File: config.mk
export PLATFORM = sky130hd
export DESIGN_NAME = gppid_cfg
export DESIGN_NICKNAME = d
export VERILOG_FILES = /design/src/rtl/gppid_pkg.sv /design/src/rtl/gppid_cfg.sv
export SDC_FILE = /design/constraint.sdc
export NUM_CORES = 1
export LEC_CHECK = 0
export BUFFER_PORTS_ARGS = -buffer_cell sky130_fd_sc_hd__buf_2
export CAP_MARGIN = 20
export CORE_ASPECT_RATIO = 1.1
export CORE_MARGIN = 2
export CORE_UTILIZATION = 33
export CTS_CLUSTER_SIZE = 28
export DETAILED_ROUTE_END_ITERATION = 12
export GPL_ROUTABILITY_DRIVEN = 0
export REMOVE_ABC_BUFFERS = 1
export SETUP_SLACK_MARGIN = 0.02
export SYNTH_ARGS = -nofsm -noshare
export SYNTH_HDL_FRONTEND = slang
export SYNTH_SLANG_ARGS = --single-unit
File: constraint.sdc
create_clock -name aclk -period 2.5 [get_ports aclk]
set_input_delay 0.25 -clock aclk [delete_from_list [all_inputs] [get_ports aclk]]
set_output_delay 0.25 -clock aclk [all_outputs]
set_load 0.005 [all_outputs]
File: src/rtl/gppid_pkg.sv
// Shared types, constants and the sine table of the gimbal pitch PID controller.
package gppid_pkg;

    // Sine table size: quarter wave, SINE_TABLE_ENTRIES + 1 points.
    localparam int SINE_TABLE_ENTRIES = 256;
    localparam int IDX_W = $clog2(SINE_TABLE_ENTRIES + 1);

    // Channel and field widths.
    localparam int GYRO_W      = 16;
    localparam int CMD_W       = 21;
    localparam int SERVO_W     = 8;
    localparam int Q_W         = 32;
    localparam int IN_TDATA_W  = 16;
    localparam int OUT_TDATA_W = 96;
    localparam int OUT_PAD_W   = OUT_TDATA_W - CMD_W - SERVO_W - 2 * Q_W;
    localparam int CFG_IDX_W   = 3;
    localparam int CFG_DATA_W  = 16;

    // Fixed-point constants of the control law.
    localparam int RATE_K         = 5722;     // 0.01 * pi / 180 / 131 in Q32
    localparam int DEG_TO_RAD_Q16 = 1144;     // pi / 180 in Q16
    localparam int TICK_Q16       = 655;      // 0.01 in Q16
    localparam int DERIV_MUL      = 100;      // 1 / 0.01
    localparam int ACCEL_TICK_Q16 = 26214;    // 40 * 0.01 in Q16
    localparam int CMD_LIMIT      = 655360;   // 10.0 in Q16.16

    // Sine index divide by 90 * 65536, done as a reciprocal multiply.
    localparam int DIV_D      = 90 * 65536;
    localparam int DIV_D_HALF = 90 * 32768;
    localparam int RCP_MUL    = 728;          // floor(2^32 / DIV_D)
    localparam longint RCP_BIAS = longint'(DIV_D_HALF) * longint'(RCP_MUL);

    // Register map of the configuration port.
    typedef enum logic [CFG_IDX_W-1:0] {
        CFG_GAIN_PROP  = 3'd0,
        CFG_GAIN_INTEG = 3'd1,
        CFG_GAIN_DERIV = 3'd2,
        CFG_HIGH_SETPT = 3'd3,
        CFG_ALT_THRESH = 3'd4
    } cfg_idx_t;

    // Configuration seen by the datapath.
    typedef struct packed {
        logic [15:0]        gain_prop;
        logic [15:0]        gain_integ;
        logic [15:0]        gain_deriv;
        logic signed [7:0]  high_setpoint_deg;
        logic [14:0]        altitude_threshold_m;
    } cfg_t;

    localparam logic [15:0]       RST_GAIN_PROP  = 16'd4096;
    localparam logic [15:0]       RST_GAIN_INTEG = 16'd410;
    localparam logic [15:0]       RST_GAIN_DERIV = 16'd205;
    localparam logic signed [7:0] RST_HIGH_SETPT = 8'sd10;
    localparam logic [14:0]       RST_ALT_THRESH = 15'd500;

    // Quarter-wave sine table, Q16, computed at elaboration by a Taylor series.
    typedef logic [16:0] sine_lut_t [0:SINE_TABLE_ENTRIES];

    localparam longint unsigned HALF_PI_Q30 = 64'd1686629713;
    localparam longint unsigned TAYLOR_DIV [1:6] = '{6, 20, 42, 72, 110, 156};

    function automatic sine_lut_t build_sine_lut();
        sine_lut_t          lut;
        logic [63:0]        x;
        logic [63:0]        x2;
        logic [63:0]        term;
        logic signed [63:0] sum;
        for (int i = 0; i <= SINE_TABLE_ENTRIES; i++) begin
            x    = (64'(i) * HALF_PI_Q30) / 64'(SINE_TABLE_ENTRIES);
            x2   = (x * x) >> 30;
            term = x;
            sum  = $signed(x);
            for (int k = 1; k <= 6; k++) begin
                term = (term * x2) >> 30;
                term = term / TAYLOR_DIV[k];
                if (k % 2 == 1) begin
                    sum = sum - $signed(term);
                end else begin
                    sum = sum + $signed(term);
                end
            end
            if (sum < 0) begin
                sum = 64'sd0;
            end
            if (sum > 64'sd1073741824) begin
                sum = 64'sd1073741824;
            end
            lut[i] = 17'((64'(sum) + 64'd8192) >> 14);
        end
        return lut;
    endfunction

    localparam sine_lut_t SINE_LUT = build_sine_lut();

endpackage

File: src/rtl/gppid_cfg.sv
// Configuration register file of the gimbal pitch PID controller.
module gppid_cfg (
    input  logic                                aclk,
    input  logic                                aresetn,
    input  logic                                cfg_valid,
    output logic                                cfg_ready,
    input  logic [gppid_pkg::CFG_IDX_W-1:0]     cfg_index,
    input  logic [gppid_pkg::CFG_DATA_W-1:0]    cfg_data,
    output gppid_pkg::cfg_t                     cfg
);
    import gppid_pkg::*;

    cfg_t cfg_reg;

    // The user must issue writes only while the block is idle; the block does not enforce it. The port never stalls.
    assign cfg_ready = 1'b1;
    assign cfg       = cfg_reg;

    // Register writes; indexes beyond the map are dropped.
    always_ff @(posedge aclk) begin
        if (!aresetn) begin
            cfg_reg.gain_prop            <= RST_GAIN_PROP;
            cfg_reg.gain_integ           <= RST_GAIN_INTEG;
            cfg_reg.gain_deriv           <= RST_GAIN_DERIV;
            cfg_reg.high_setpoint_deg    <= RST_HIGH_SETPT;
            cfg_reg.altitude_threshold_m <= RST_ALT_THRESH;
        end else if (cfg_valid && cfg_ready) begin
            unique case (cfg_idx_t'(cfg_index))
                CFG_GAIN_PROP:  cfg_reg.gain_prop            <= cfg_data;
                CFG_GAIN_INTEG: cfg_reg.gain_integ           <= cfg_data;
                CFG_GAIN_DERIV: cfg_reg.gain_deriv           <= cfg_data;
                CFG_HIGH_SETPT: cfg_reg.high_setpoint_deg    <= $signed(cfg_data[7:0]);
                CFG_ALT_THRESH: cfg_reg.altitude_threshold_m <= cfg_data[14:0];
                default: ;
            endcase
        end
    end

endmodule

# --- Yosys cells after proc, flatten, opt, wreduce, memory -nomap -nowiden ---
# Index checks and enable logic that the tools add are counted.
op_classes:
  reduce_logical: 6
  eq_ne: 4
op_table:
  columns: ["operator", "n"]
  rows:
  - ["2-bit AND reduction", 5]
  - ["3-bit by 2-bit equality test with 1-bit output, second input constant", 2]
  - ["3-bit by 1-bit equality test with 1-bit output, second input constant", 1]
  - ["3-bit equality test, second input constant", 1]
  - ["3-bit logical NOT", 1]
totals:
  in_bits: 22
  out_inout_bits: 72
  register_bits: 71
  word_cells: 15

# --- Longest topological paths before layout ---
logic_depth:
  depth_word: 2
  depth_mapped: 5
  ltp_nobuf: 2

# --- Worst setup path before layout ---
# Ideal clock, no wire load.
synth_timing:
  path_kind: "in2reg"
  startpoint: "input port cfg_index[0] (netlist bit)"
  endpoint: "register cfg_reg, in the netlist cfg[55]"
  required_ps: 2428
  cell_stages: 4
  t_arrival_ps: 995
  setup_time_ps: 72
  path_slack_ps: 1434
  cell_sequence: "nor4b_2 -> buf_4 -> buf_12 -> mux2i_1"
synth_via:
  elab_chain_cells: 2
synth_rtl:
  columns: ["element", "line_no", "rtl"]
  rows:
  - ["start, declared", "gppid_cfg.sv:7", "input logic [gppid_pkg::CFG_IDX_W-1:0] cfg_index,"]
  - ["3-bit logical NOT", "gppid_cfg.sv:28", "unique case (cfg_idx_t'(cfg_index))"]
  - ["2-bit AND reduction (no source line)", null, null]
  - ["end, declared", "gppid_cfg.sv:13", "cfg_t cfg_reg;"]
# No other way between the ends.
# A chain may end at the register's enable or synchronous reset.

# --- Worst setup path after layout ---
layout_timing:
  startpoint: "input port cfg_index[1] (netlist bit)"
  endpoint: "register cfg_reg, in the netlist cfg[7]"
layout_via:
  elab_chain_cells: 2
layout_rtl:
  columns: ["element", "line_no"]
  rows:
  - ["3-bit equality test", "gppid_cfg.sv:28"]
  - ["2-bit AND reduction (no source line)", null]
# No other way between the ends.

==> flow_summary.toml <==
[global_routing]
antenna_found_initial = 0
overflow = 0
grt_max_degree = 98
track_usage_pct = 14.1
grt_pass1_wl_um = 9980
first_global_vias = 1967

[synthesis]
ys_top_cells_by_area = "dfxtp_1 (51%), mux2i_1 (25%), nand2_1 (9.1%)"
synthFlopType = "dfxtp_1"
synth_async_sr_flop_share_pct = 0
yosysTopAreaCell = "dfxtp_1"
syn_avg_cell_area_sq_um = 10.5
synthMuxAreaShare_pct = 25.4
synth_edf_count = 0
ys_seq_area_share_pct = 50.9
synth_top_family_by_area = "multiplexers"
ys_ff_latch = 71
ys_top_cells_by_count = "dfxtp_1 (71), mux2i_1 (71), nand2_1 (68)"
synth_xor_area_share_pct = 0
yosys.area.top_type_share_pct = 50.9
synth_cell_type_count = 16
synth_area_sq_mm = 0.00279
synth_fa_ha_area_share_pct = 0
synth_cells = 267
synth-simple-area-share_pct = 18.2
synth_compound_area_share_pct = 0
yosysWarnings = 0

[placed_design]
portBuffers = 92
dp_hpwl_um = 4200
postPlaceCellArea_sq_mm = 0.00331
dpl.cell_count = 455

[floorplan]
die_area_sq_mm = 0.00922
start_util_pct = 33.6
io_pins = 94
fp-row-count = 35
fp.dieH_um = 100
die_x_um = 91.7
core_area_sq_mm = 0.00832

[sta]
slew_headroom_pct = 53.1
slew_violations = 0
clock_skew_ps = 0
tightest_slew_ps = 699
rsz0062_at_grt = "no"
final.period_utilization_pct = 44.7
timing.fmax_mhz = 894
hold_viol = 0
finalSetupViolCount = 0
fin_crit_ps = 1120
setup-tns-final_ps = 0

[worst_setup_path]
cp_max_fo = 10
critPathRequiredTime_ps = 2720
crit_path_end_kind = "register"
startpoint_type = "input port"
path_class = "input port to register"
critPathArrivalTime_ps = 1330

[power_and_ir_drop]
internal_power_w = 0.00177
pwr-share-clk_pct = 41.6
switching_power_w = 0.000501
p_leak_nw = 1.69
combPwrFrac_pct = 6.9
powerDensity_mw_per_mm2 = 645
p_seq_share_pct = 51.5
total_power_w = 0.00227
ir_drop_mv = 0.246
p_sw_share_pct = 22.1

[routing]
drcViolationCount = 0
ant_nets = 0
drt_wl_total_um = 6250
drtIter0Drc = 77
wl_per_cell_um = 13.3
firstDrtPassIters = 4
viasPerCell = 4.42
vias = 2084

[final_layout]
postLayoutCellArea_sq_mm = 0.00352
largest_reg_flops = 71
drive_above_1_share_pct = 31.9
layout.nets = 377
n_antenna_cell = 0
instances_no_fill = 471
area_delta_synth_final_pct = 26.0

[hold_path]
hp-class = "input port to register"

[clocking]
ctsHtreeMaxLevel = 3
cts_buffers = 9
hold_buffers = 0
clkTransAtPathRegs_ps = 80
worstSkewPairLatency_ps = 330
max-clock-path-buffers = 2
cts_setup_buffers = 0
cts_num_sinks = 71
root_buffer = "clkbuf_8"
tritoncts = "done"
cts-resized-gates = 0

[run]
cap_violations = 0

[outcome]
status = "completed"
cell families after synthesis:
group                  Yosys count
buffers and inverters           21
flip-flops                      71
multiplexers                    71
other                            1
AND/OR/NAND/NOR                103
critical path, cell delays in order:
cell       delay, ps
buf_2            140
nand4bb_1        450
buf_4            360
mux2i_1          140
power groups by stage:
stage / clock, W / combinational [W] / sequential (W)
floorplan: 0 / 0.0000680 / 0.00120
global placement: 0 / 0.000159 / 0.00119
detailed placement: 0 / 0.000160 / 0.00119
CTS: 0.000976 / 0.000161 / 0.00117
global route: 0.00103 / 0.000175 / 0.00117
finish: 0.000943 / 0.000157 / 0.00117
cell type report:
cell class	count	area, sq um
repair buffers	98	518
fillers	834	4800
clock buffers	13	169
clock inverters	3	40.0
flip-flops and latches	71	1420
multi-input cells	175	1230
well taps	111	139
placed cells by master, fill, tap and decap left out, types with 2 or more instances in the layout:
cell type,n
clkbuf_8,12
dfxtp_1,71
nand2_1,68
mux2i_1,71
nor2b_1,29
buf_2,92
nand4bb_1,2
buf_4,5
clkinv_2,2
path summary, 6_finish.rpt:
kind | start | endpoint | slack [ps] | cells after the start
worst min-delay path | cfg_data[0] | cfg[23] | 180 | 3
worst min register to register | cfg[35] | cfg[35] | 450 | 2
worst max register to register | cfg[16] | cfg[16] | 1870 | 2
worst max-delay path | cfg_index[1] | cfg[7] | 1380 | 4
metrics by stage:
stage / setup slack [ps] / utilization [%] / hold slack (ps)
after floorplan: 504 / - / 396
after global placement: 1010 / 39.8 / 440
after detailed placement: 1010 / 39.8 / 446
after CTS: 1370 / 42.3 / 172
after global routing: 1280 / 42.3 / 192
final: 1380 / 42.3 / 184
metal layers:
layer	vias up	track usage (%)	wire length [um]
met4	0	6.89	122
met1	970	17.7	2890
li1	1048	-	-
met3	10	4.04	346
met2	56	22.5	2890
met5	-	0	0
Note: power is estimated with default switching activity, not from simulation.
